**config.mk**
```make
export PLATFORM = sky130hd
export DESIGN_NAME = cpu_alu_flags_unit_flat
export DESIGN_NICKNAME = d
export VERILOG_FILES = /design/src/rtl/cafu_pkg.sv /design/src/rtl/cafu_channels.sv /design/src/rtl/cpu_alu_flags_unit.sv /design/src/rtl/cafu_core.sv /design/src/flat_wrapper.sv
export SDC_FILE = /design/constraint.sdc
export NUM_CORES = 1
export LEC_CHECK = 0
export ABC_CLOCK_PERIOD_IN_PS = 10500
export BUFFER_PORTS_ARGS = -buffer_cell sky130_fd_sc_hd__buf_2
export CORE_MARGIN = 5
export CORE_UTILIZATION = 61
export CTS_CLUSTER_SIZE = 20
export DETAILED_ROUTE_END_ITERATION = 7
export PLACE_DENSITY_LB_ADDON = 0.15
export SLEW_MARGIN = 20
export SYNTH_ARGS = -nofsm -noshare
export SYNTH_HDL_FRONTEND = slang
export SYNTH_SLANG_ARGS = --single-unit
```
**constraint.sdc**
```tcl
create_clock -name clk -period 10.5 [get_ports clk]
set_clock_uncertainty 0.2 [all_clocks]
set_input_delay 1.05 -clock clk [delete_from_list [all_inputs] [get_ports clk]]
set_output_delay 1.05 -clock clk [all_outputs]
set_load 0.005 [all_outputs]
```
**src/rtl/cafu_pkg.sv**
```systemverilog
`timescale 1ns / 1ps

package cafu_pkg;

    localparam int unsigned OP_W = 5;

    localparam logic [OP_W-1:0] OP_ADD   = 5'd0;
    localparam logic [OP_W-1:0] OP_ADC   = 5'd1;
    localparam logic [OP_W-1:0] OP_SUB   = 5'd2;
    localparam logic [OP_W-1:0] OP_SBC   = 5'd3;
    localparam logic [OP_W-1:0] OP_AND   = 5'd4;
    localparam logic [OP_W-1:0] OP_XOR   = 5'd5;
    localparam logic [OP_W-1:0] OP_OR    = 5'd6;
    localparam logic [OP_W-1:0] OP_CP    = 5'd7;
    localparam logic [OP_W-1:0] OP_INC   = 5'd8;
    localparam logic [OP_W-1:0] OP_DEC   = 5'd9;
    localparam logic [OP_W-1:0] OP_RLCA  = 5'd10;
    localparam logic [OP_W-1:0] OP_RRCA  = 5'd11;
    localparam logic [OP_W-1:0] OP_RLA   = 5'd12;
    localparam logic [OP_W-1:0] OP_RRA   = 5'd13;
    localparam logic [OP_W-1:0] OP_DAA   = 5'd14;
    localparam logic [OP_W-1:0] OP_CPL   = 5'd15;
    localparam logic [OP_W-1:0] OP_SCF   = 5'd16;
    localparam logic [OP_W-1:0] OP_CCF   = 5'd17;
    localparam logic [OP_W-1:0] OP_RLC   = 5'd18;
    localparam logic [OP_W-1:0] OP_RRC   = 5'd19;
    localparam logic [OP_W-1:0] OP_RL    = 5'd20;
    localparam logic [OP_W-1:0] OP_RR    = 5'd21;
    localparam logic [OP_W-1:0] OP_SLA   = 5'd22;
    localparam logic [OP_W-1:0] OP_SRA   = 5'd23;
    localparam logic [OP_W-1:0] OP_SWAP  = 5'd24;
    localparam logic [OP_W-1:0] OP_SRL   = 5'd25;
    localparam logic [OP_W-1:0] OP_BIT   = 5'd26;
    localparam logic [OP_W-1:0] OP_RES   = 5'd27;
    localparam logic [OP_W-1:0] OP_SET   = 5'd28;
    localparam logic [OP_W-1:0] OP_ADD16 = 5'd29;
    localparam logic [OP_W-1:0] OP_ADDSP = 5'd30;

    localparam int unsigned FLAG_Z = 3;
    localparam int unsigned FLAG_N = 2;
    localparam int unsigned FLAG_H = 1;
    localparam int unsigned FLAG_C = 0;

    localparam logic [7:0] DAA_HI_LIMIT = 8'h99;
    localparam logic [3:0] DAA_LO_LIMIT = 4'h9;
    localparam logic [7:0] DAA_HI_ADJ   = 8'h60;
    localparam logic [7:0] DAA_LO_ADJ   = 8'h06;

    typedef struct packed {
        logic [OP_W-1:0] operation;
        logic [7:0]      acc_value;
        logic [7:0]      operand_byte;
        logic [2:0]      bit_index;
        logic [15:0]     word_base;
        logic [15:0]     word_addend;
        logic [3:0]      flags_in;
    } cafu_in_t;

    typedef struct packed {
        logic [7:0]  result_byte;
        logic [15:0] result_word;
        logic [3:0]  flags_out;
        logic        write_back;
    } cafu_out_t;

endpackage

```
**src/rtl/cafu_channels.sv**
```systemverilog
`timescale 1ns / 1ps

interface cafu_in_if;
    logic               valid;
    logic               ready;
    cafu_pkg::cafu_in_t data;

    modport source (output valid, output data, input ready);
    modport sink (input valid, input data, output ready);
endinterface

interface cafu_out_if;
    logic                valid;
    logic                ready;
    cafu_pkg::cafu_out_t data;

    modport source (output valid, output data, input ready);
    modport sink (input valid, input data, output ready);
endinterface

```
**src/rtl/cpu_alu_flags_unit.sv**
```systemverilog
`timescale 1ns / 1ps
// a result passes through the operand register and then the result register before it is offered
// throughput: one transaction per cycle while the output accepts results, set by the operand and result registers
// the operand register can still take a transaction while a finished result waits in the result register
// reset: rst_n asynchronous, active low, clears both valid flags only
// no state carries from one transaction to the next

module cpu_alu_flags_unit
(
    input  logic              clk,
    input  logic              rst_n,
    cafu_in_if.sink           in_chan,
    cafu_out_if.source        out_chan
);

    logic                s1_valid_reg;
    logic                s1_valid_next;
    cafu_pkg::cafu_in_t  s1_data_reg;
    logic                s2_valid_reg;
    logic                s2_valid_next;
    cafu_pkg::cafu_out_t s2_data_reg;
    cafu_pkg::cafu_out_t s2_data_next;

    logic s1_ready;
    logic s2_ready;
    logic s1_load;
    logic s2_load;

    assign s2_ready = !s2_valid_reg || out_chan.ready;
    assign s1_ready = !s1_valid_reg || s2_ready;
    assign s1_load  = in_chan.valid && s1_ready;
    assign s2_load  = s1_valid_reg && s2_ready;

    assign s1_valid_next = s1_load || (s1_valid_reg && !s2_ready);
    assign s2_valid_next = s2_load || (s2_valid_reg && !out_chan.ready);

    cafu_core u_core
    (
        .operands (s1_data_reg),
        .results  (s2_data_next)
    );

    always_ff @(posedge clk or negedge rst_n)
    begin
        if (!rst_n)
        begin
            s1_valid_reg <= 1'b0;
            s2_valid_reg <= 1'b0;
        end
        else
        begin
            s1_valid_reg <= s1_valid_next;
            s2_valid_reg <= s2_valid_next;
        end
    end

    always_ff @(posedge clk)
    begin
        if (s1_load)
        begin
            s1_data_reg <= in_chan.data;
        end
        if (s2_load)
        begin
            s2_data_reg <= s2_data_next;
        end
    end

    assign in_chan.ready  = s1_ready;
    assign out_chan.valid = s2_valid_reg;
    assign out_chan.data  = s2_data_reg;

endmodule

```
**src/rtl/cafu_core.sv**
```systemverilog
`timescale 1ns / 1ps

module cafu_core
(
    input  cafu_pkg::cafu_in_t  operands,
    output cafu_pkg::cafu_out_t results
);

    logic [4:0]  op;
    logic [7:0]  a;
    logic [7:0]  b;
    logic [2:0]  bi;
    logic [15:0] wb;
    logic [15:0] wa;
    logic [3:0]  f;
    logic        c;

    logic        add_cin;
    logic        sub_cin;
    logic [8:0]  add9;
    logic [4:0]  add_lo;
    logic [8:0]  sub9;
    logic [4:0]  sub_lo;
    logic [7:0]  inc8;
    logic [7:0]  dec8;
    logic        daa_lo;
    logic        daa_hi;
    logic [7:0]  daa_adj;
    logic [7:0]  daa_res;
    logic [7:0]  bit_mask;
    logic [16:0] add16;
    logic [12:0] add16_lo;
    logic [15:0] sp_ext;
    logic [4:0]  sp_lo4;
    logic [8:0]  sp_lo8;

    logic [7:0]  rb;
    logic [15:0] rw;
    logic [3:0]  nf;
    logic        we;

    assign op = operands.operation;
    assign a  = operands.acc_value;
    assign b  = operands.operand_byte;
    assign bi = operands.bit_index;
    assign wb = operands.word_base;
    assign wa = operands.word_addend;
    assign f  = operands.flags_in;
    assign c  = f[cafu_pkg::FLAG_C];

    assign add_cin = (op == cafu_pkg::OP_ADC) && c;
    assign sub_cin = (op == cafu_pkg::OP_SBC) && c;
    assign add9    = {1'b0, a} + {1'b0, b} + {8'b0, add_cin};
    assign add_lo  = {1'b0, a[3:0]} + {1'b0, b[3:0]} + {4'b0, add_cin};
    assign sub9    = {1'b0, a} - {1'b0, b} - {8'b0, sub_cin};
    assign sub_lo  = {1'b0, a[3:0]} - {1'b0, b[3:0]} - {4'b0, sub_cin};
    assign inc8    = a + 8'd1;
    assign dec8    = a - 8'd1;

    // decimal adjust after add or subtract
    assign daa_lo  = f[cafu_pkg::FLAG_N] ? f[cafu_pkg::FLAG_H]
                   : (f[cafu_pkg::FLAG_H] || (a[3:0] > cafu_pkg::DAA_LO_LIMIT));
    assign daa_hi  = f[cafu_pkg::FLAG_N] ? c : (c || (a > cafu_pkg::DAA_HI_LIMIT));
    assign daa_adj = (daa_hi ? cafu_pkg::DAA_HI_ADJ : 8'h00)
                   | (daa_lo ? cafu_pkg::DAA_LO_ADJ : 8'h00);
    assign daa_res = f[cafu_pkg::FLAG_N] ? (a - daa_adj) : (a + daa_adj);

    assign bit_mask = 8'b1 << bi;

    assign add16    = {1'b0, wb} + {1'b0, wa};
    assign add16_lo = {1'b0, wb[11:0]} + {1'b0, wa[11:0]};
    assign sp_ext   = {{8{b[7]}}, b};
    assign sp_lo4   = {1'b0, wb[3:0]} + {1'b0, b[3:0]};
    assign sp_lo8   = {1'b0, wb[7:0]} + {1'b0, b};

    always_comb
    begin
        rb = 8'h00;
        rw = 16'h0000;
        nf = f;
        we = 1'b1;
        case (op)
            cafu_pkg::OP_ADD, cafu_pkg::OP_ADC:
            begin
                rb = add9[7:0];
                nf = {rb == 8'h00, 1'b0, add_lo[4], add9[8]};
            end
            cafu_pkg::OP_SUB, cafu_pkg::OP_SBC, cafu_pkg::OP_CP:
            begin
                rb = sub9[7:0];
                nf = {rb == 8'h00, 1'b1, sub_lo[4], sub9[8]};
                if (op == cafu_pkg::OP_CP)
                begin
                    rb = a;
                    we = 1'b0;
                end
            end
            cafu_pkg::OP_AND:
            begin
                rb = a & b;
                nf = {rb == 8'h00, 1'b0, 1'b1, 1'b0};
            end
            cafu_pkg::OP_XOR:
            begin
                rb = a ^ b;
                nf = {rb == 8'h00, 3'b000};
            end
            cafu_pkg::OP_OR:
            begin
                rb = a | b;
                nf = {rb == 8'h00, 3'b000};
            end
            cafu_pkg::OP_INC:
            begin
                rb = inc8;
                nf = {rb == 8'h00, 1'b0, a[3:0] == 4'hF, c};
            end
            cafu_pkg::OP_DEC:
            begin
                rb = dec8;
                nf = {rb == 8'h00, 1'b1, a[3:0] == 4'h0, c};
            end
            cafu_pkg::OP_RLCA, cafu_pkg::OP_RLC:
            begin
                rb = {a[6:0], a[7]};
                nf = {(op == cafu_pkg::OP_RLC) && (rb == 8'h00), 2'b00, a[7]};
            end
            cafu_pkg::OP_RRCA, cafu_pkg::OP_RRC:
            begin
                rb = {a[0], a[7:1]};
                nf = {(op == cafu_pkg::OP_RRC) && (rb == 8'h00), 2'b00, a[0]};
            end
            cafu_pkg::OP_RLA, cafu_pkg::OP_RL:
            begin
                rb = {a[6:0], c};
                nf = {(op == cafu_pkg::OP_RL) && (rb == 8'h00), 2'b00, a[7]};
            end
            cafu_pkg::OP_RRA, cafu_pkg::OP_RR:
            begin
                rb = {c, a[7:1]};
                nf = {(op == cafu_pkg::OP_RR) && (rb == 8'h00), 2'b00, a[0]};
            end
            cafu_pkg::OP_DAA:
            begin
                rb = daa_res;
                nf = {rb == 8'h00, f[cafu_pkg::FLAG_N], 1'b0,
                      f[cafu_pkg::FLAG_N] ? c : daa_hi};
            end
            cafu_pkg::OP_CPL:
            begin
                rb = ~a;
                nf = {f[cafu_pkg::FLAG_Z], 1'b1, 1'b1, c};
            end
            cafu_pkg::OP_SCF:
            begin
                rb = a;
                nf = {f[cafu_pkg::FLAG_Z], 2'b00, 1'b1};
            end
            cafu_pkg::OP_CCF:
            begin
                rb = a;
                nf = {f[cafu_pkg::FLAG_Z], 2'b00, ~c};
            end
            cafu_pkg::OP_SLA:
            begin
                rb = {a[6:0], 1'b0};
                nf = {rb == 8'h00, 2'b00, a[7]};
            end
            cafu_pkg::OP_SRA:
            begin
                rb = {a[7], a[7:1]};
                nf = {rb == 8'h00, 2'b00, a[0]};
            end
            cafu_pkg::OP_SWAP:
            begin
                rb = {a[3:0], a[7:4]};
                nf = {rb == 8'h00, 3'b000};
            end
            cafu_pkg::OP_SRL:
            begin
                rb = {1'b0, a[7:1]};
                nf = {rb == 8'h00, 2'b00, a[0]};
            end
            cafu_pkg::OP_BIT:
            begin
                rb = a;
                we = 1'b0;
                nf = {~a[bi], 1'b0, 1'b1, c};
            end
            cafu_pkg::OP_RES:
            begin
                rb = a & ~bit_mask;
            end
            cafu_pkg::OP_SET:
            begin
                rb = a | bit_mask;
            end
            cafu_pkg::OP_ADD16:
            begin
                rw = add16[15:0];
                nf = {f[cafu_pkg::FLAG_Z], 1'b0, add16_lo[12], add16[16]};
            end
            cafu_pkg::OP_ADDSP:
            begin
                rw = wb + sp_ext;
                nf = {2'b00, sp_lo4[4], sp_lo8[8]};
            end
            default:
            begin
                we = 1'b0;
            end
        endcase
    end

    assign results.result_byte = rb;
    assign results.result_word = rw;
    assign results.flags_out   = nf;
    assign results.write_back  = we;

endmodule
```
**src/flat_wrapper.sv**
```systemverilog
// flat-port wrapper written by rule: the top's interface ports become plain ports
module cpu_alu_flags_unit_flat 
  (clk, rst_n, in_chan_valid, in_chan_data, in_chan_ready, out_chan_valid, out_chan_data, out_chan_ready);
  cafu_in_if in_chan_i ();
  cafu_out_if out_chan_i ();
  input  logic clk;
  input  logic rst_n;
  input wire logic [$bits(in_chan_i.valid)-1:0] in_chan_valid;
  input wire logic [$bits(in_chan_i.data)-1:0] in_chan_data;
  output wire logic [$bits(in_chan_i.ready)-1:0] in_chan_ready;
  output wire logic [$bits(out_chan_i.valid)-1:0] out_chan_valid;
  output wire logic [$bits(out_chan_i.data)-1:0] out_chan_data;
  input wire logic [$bits(out_chan_i.ready)-1:0] out_chan_ready;
  assign in_chan_i.valid = in_chan_valid;
  assign in_chan_i.data = in_chan_data;
  assign in_chan_ready = in_chan_i.ready;
  assign out_chan_valid = out_chan_i.valid;
  assign out_chan_data = out_chan_i.data;
  assign out_chan_i.ready = out_chan_ready;
  cpu_alu_flags_unit u_core (.clk(clk), .rst_n(rst_n), .in_chan(in_chan_i), .out_chan(out_chan_i));
endmodule
```
Word level (Yosys, flattened, before mapping). Cells that the tools add are included.

Flip-flop bits (word level): 91. Input port bits: 64. Output and inout bits: 31.

Add/subtract/negate cells: 17. Magnitude comparators: 3. Equality and inequality tests: 31. Shift-type cells: 1. Multiplexer cells: 14. Bitwise gates (word level): 10. Reduce and logical (&&, ||, !) cells: 46.

Operators with widths (count): 8-bit case mux with 20 select lines (1); 8-bit logical NOT (14); 4-bit case mux with 22 select lines (1); 5-bit == test (second input constant) (15); 5-bit by 4-bit == test with 1-bit output (second input constant) (8); 16-bit case mux with 2 select lines (1); 27-bit OR reduction (1); 5-bit by 3-bit == test with 1-bit output (second input constant) (4); 8-bit by 8-bit adder with 9-bit output (2); 16-bit by 16-bit adder with 17-bit output (1); 16-bit adder (1); 8-bit AND (2); 8-bit 2-to-1 mux (2); 8-bit NOT (2); 8-bit bitwise OR (2); 7-bit logical NOT (2); 12-bit by 12-bit adder with 13-bit output (1); 4-bit by 4-bit adder with 5-bit output (2); 5-bit by 2-bit == test with 1-bit output (second input constant) (2); 1-bit logical AND (10); 2-bit OR reduction (5); 9-bit by 1-bit adder with 9-bit output (1); 8-bit by 8-bit subtractor with 9-bit output (1); 9-bit by 1-bit subtractor with 9-bit output (1); other kinds (26) (40).

Logic depth before layout (Yosys ltp).
Word-level depth: 9. Gate-level depth with buffers: 16. Depth with buffers taken out: 15.

Cells and area by module. A second synthesis with hierarchy kept.

Cells, all modules: 784. Area total of the unflattened synthesis: 7452.1 sq um.

Modules (own cells, without submodules): cafu_core (instances 1, cells an instance 687, area an instance 4675.7 sq um, seq. area each 0.0 sq um); cpu_alu_flags_unit (instances 1, cells an instance 97, area an instance 2776.4 sq um, seq. area each 2722.6 sq um).

Worst setup path after synthesis. No wires, ideal clock.

Path type: reg2reg. Start: reg u_core.s1_data_reg[48] in the netlist's numbering. End: reg u_core.s2_data_reg, in the netlist u_core.out_chan.data[26] (data pin). Arrival: 3.153 ns. Required time: 10.027 ns. Setup slack: 6.874 ns. Stages on the path, launching flop included: 15. Clock period less this slack: 3.626 ns. Cells stage by stage: edfxtp_1 -> clkbuf_1 -> inv_1 -> ha_1 -> nor2_1 -> o21ai_1 -> nor2b_1 -> or2_2 -> ha_1 -> nand2_1 -> o21ai_0 -> xnor2_1 -> nor2_1 -> a2111oi_0 -> nand3_1.

RTL lines: start, declared (line cpu_alu_flags_unit.sv:18) `cafu_pkg::cafu_in_t s1_data_reg;`; start signal, assigned (line cpu_alu_flags_unit.sv:61) `s1_data_reg <= in_chan.data;`; end signal, assigned (line cpu_alu_flags_unit.sv:65) `s2_data_reg <= s2_data_next;`; end, declared (line cpu_alu_flags_unit.sv:21) `cafu_pkg::cafu_out_t s2_data_reg;`.

==> impl_results.md <==
- Outcome: finished, final reports clean
- GRT Residual Overflow: 0
- Most used cell along the critical path: fa_1
- Die width: between 100 and 150 um
- Syn Inst Count: ~800
- Dpl hpwl: approximately 18000 um
- Worst setup margin: approximately 6.2 ns
- Period utilization: 0.413
- Post-synth EDFFs: just under 90
- P_sw: ~380 uW
- Sequential share of the synthesized area: 0.357
- CP max stage cell: edfxtp_1
- Routed WL: between 20000 and 30000 um
- Worst Path Required: approximately 11 ns
- CP bufs+invs: 0
- R2R Path End: u_core.out_chan.data[4]
- Synth Area per Inst: around 9.5 um2
- Final hold vios: 0
- CTS tree: yes
- Number of remaining DRC errors: 0
- Crit-path leading delay family: simple AND/OR/NAND/NOR gates
- Final Core Density: 0.708
- Worst Path Arrival: ~4.3 ns
- RePlAce Congestion: between 1 and 1.5
- Crit. path cell count: 11
- IO Count: between 90 and 100
- Initial antenna violation count: 0
- DR WL/cell: about 24 um
- Sw frac: 0.318
- LEAKAGE: about 3.4 nW
- Distinct cell type count after synthesis: 80
- Dpl ws: ~6.3 ns
- First-pass iteration count of the detailed router: 7
- Area delta synth->final: 12.5%
- Internal power: around 810 uW
- Floorplan core area: 12100 um2
- Worst-path cell chain: nor2b_1, nand4_1, fa_1, fa_1, o21a_1, nor2_2, xnor2_1, or4_1, nor3_1, a211oi_1, a31oi_1
- Clock power frac: 0.332
- Worst skew pair latency: 0.36 ns
- Post-CTS Setup Inserts: 0
- Hold Path Class: in -> async
- Initial Util: 0.629
- R2R Path Start: u_core.s1_data_reg[56]
- Remaining antenna violation count: 0
- CTS Sinks: 91
- Critical path launch point type: register
- Share of the synthesized area in the top cell type: 0.351
- GR Util met2: 0.532
- Synthesized flop and latch total: 91
- Final Power: between 1 and 1.5 mW
- Setup crit end kind: register
- Row count: 40
- Top Usage Layer GRT: met2
- Async SR Flop Fraction: 0.0220
- Final min period: about 4.3 ns
- Wire length of the first global-routing pass: roughly 39000 um
- Vias in the first global route: ~7000
- Power Dens Cells: roughly 140 nW/um2
- Crit-path max FO: 23
- Hold buffer count at cts: 0
- Pins over their slew limit: 0
- Max frequency: 231 MHz
- Total CTS buffers: 9
- Count leader, synth: edfxtp_1
- Reg2reg path depth: 11
- Top_reg_cell synth: edfxtp_1
- Max reg flops: 60
- Flop pwr share: 0.390
- Worst ir drop on vdd: 0.000137 V
- Post-Syn Area: approximately 7600 um2
- Setup tns final: 0 ns
- Root Driver: clkbuf_16
- H-tree depth: 3
- Synth cell count leaders: edfxtp_1, ha_1, nand2_1, o21ai_0, nor2_1
- Slew HR: 0.356
- Net Count, Synth: roughly 950
- Ant. Diodes: 0
- Combinational fraction of design power: 0.278
- Clock Path Buffers: 2
- Top post-synthesis cells by area: edfxtp_1, ha_1, xnor2_1
- Die footprint: between 10000 and 15000 um2
- CTS clk-pin slew, worst paths: 0.07 ns
- Worst-margin pin slew: around 0.97 ns
- Unrepaired setup endpoints after global routing: no
- Layout cells sized above 1: 0.160
- DIE HEIGHT: around 120 um
- Met3 Use GR: 0.0961
- Via count: around 7400
- First DRT Iteration DRCs: 1324
- Max-cap check violation count: 0
- CTS-repair resized insts: 0
- Post-synth top area cell: edfxtp_1
- Endpoints failing setup: 0
- NumNets Final: between 1000 and 1500
- Vias per std cell: roughly 7.0
- Synthesis warning total: 0
- Largest net degree at the start of global routing: 61
- Port-buffer cells: between 90 and 100
- CP Class: reg -> reg
- Worst stage delay on the critical path: roughly 0.80 ns
- GRT Util Overall: 0.342
- Reg-to-reg slack, setup: between 6 and 7 ns
- GRT met1 Usage: 0.459
per-stage QoR:
step	hold WS [ns]	std cells	cell area (um2)
floorplan	0.249	803	7620
global placement	0.261	1036	8210
detailed placement	0.271	1036	8210
CTS	0.259	1052	8560
global route	0.253	1053	8580
finish	0.268	1053	8580
power groups by stage:
stage	Sequential (mW)	Combinational [mW]	Clock, mW
2_1_floorplan	0.454	0.228	0
3_3_place_gp	0.467	0.303	0
3_5_place_dp	0.469	0.312	0
4_1_cts	0.461	0.315	0.396
5_1_grt	0.463	0.352	0.417
6_report	0.461	0.328	0.393
cells by family after synthesis:
group / count (synthesis) / synth area share
XOR/XNOR: 52 / 0.0597
multiplexers: 7 / 0.0126
AO/OA/AOI/OAI: 247 / 0.219
AND/OR/NAND/NOR: 248 / 0.172
adder cells (fa/ha/maj): 80 / 0.137
flip-flops: 91 / 0.357
buffers and inverters: 78 / 0.0425
area by class of cell:
type | count | area [um2]
Multi-Input combinational cell | 634 | 4580
Fill cell | 900 | 3530
Sequential cell | 91 | 2720
Timing Repair Buffer | 106 | 568
Clock buffer | 10 | 239
Tap cell | 168 | 210
Inverter | 38 | 143
Clock inverter | 6 | 119
layer usage:
metal / up-vias / routed length (um)
li1: 3222 / -
met1: 3454 / 9630
met2: 602 / 11300
met3: 112 / 3190
met4: 0 / 1080
met5: - / 0
cell usage in the layout (no fill, tap or decap), types with 7 or more instances in the layout:
cell       instances
buf_2             94
edfxtp_1          89
ha_1              74
nand2_1           59
o21ai_0           49
nor2_1            46
a21oi_1           38
inv_1             37
xnor2_1           30
o22ai_1           22
xor2_1            22
nand3_1           19
a31oi_1           17
nand2b_1          16
nor2b_1           16
nor3_1            16
nand4_1           14
a21o_1            12
a211oi_1          12
and3_1            11
buf_4             11
nor4_1             9
a22oi_1            9
clkbuf_16          9
o21ai_1            8
o21a_1             7
a221oi_1           7
worst register-to-register path: cells and delay by family, from the launching register on:
kind	cells	cell delay, ns
and+or+nand+nor	5	1.71
xor gates and xnor gates	1	0.11
AOI/OAI and AO/OA	3	0.48
adders and majority gates	2	0.89
DFF	1	0.80
how the worst max path moves through the flow:
stage	from	endpoint	slack, ns
6_report	u_core.s1_data_reg[56]	u_core.out_chan.data[4]	6.16
5_1_grt	u_core.s1_data_reg[56]	u_core.out_chan.data[4]	6.03
4_1_cts	u_core.s1_data_reg[56]	u_core.out_chan.data[4]	6.30
3_5_place_dp	u_core.s1_data_reg[56]	u_core.out_chan.data[4]	6.33
3_3_place_gp	u_core.s1_data_reg[56]	u_core.out_chan.data[4]	6.50
2_1_floorplan	u_core.s1_data_reg[48]	u_core.out_chan.data[26]	6.87
Power figures use the tool's default switching activity.
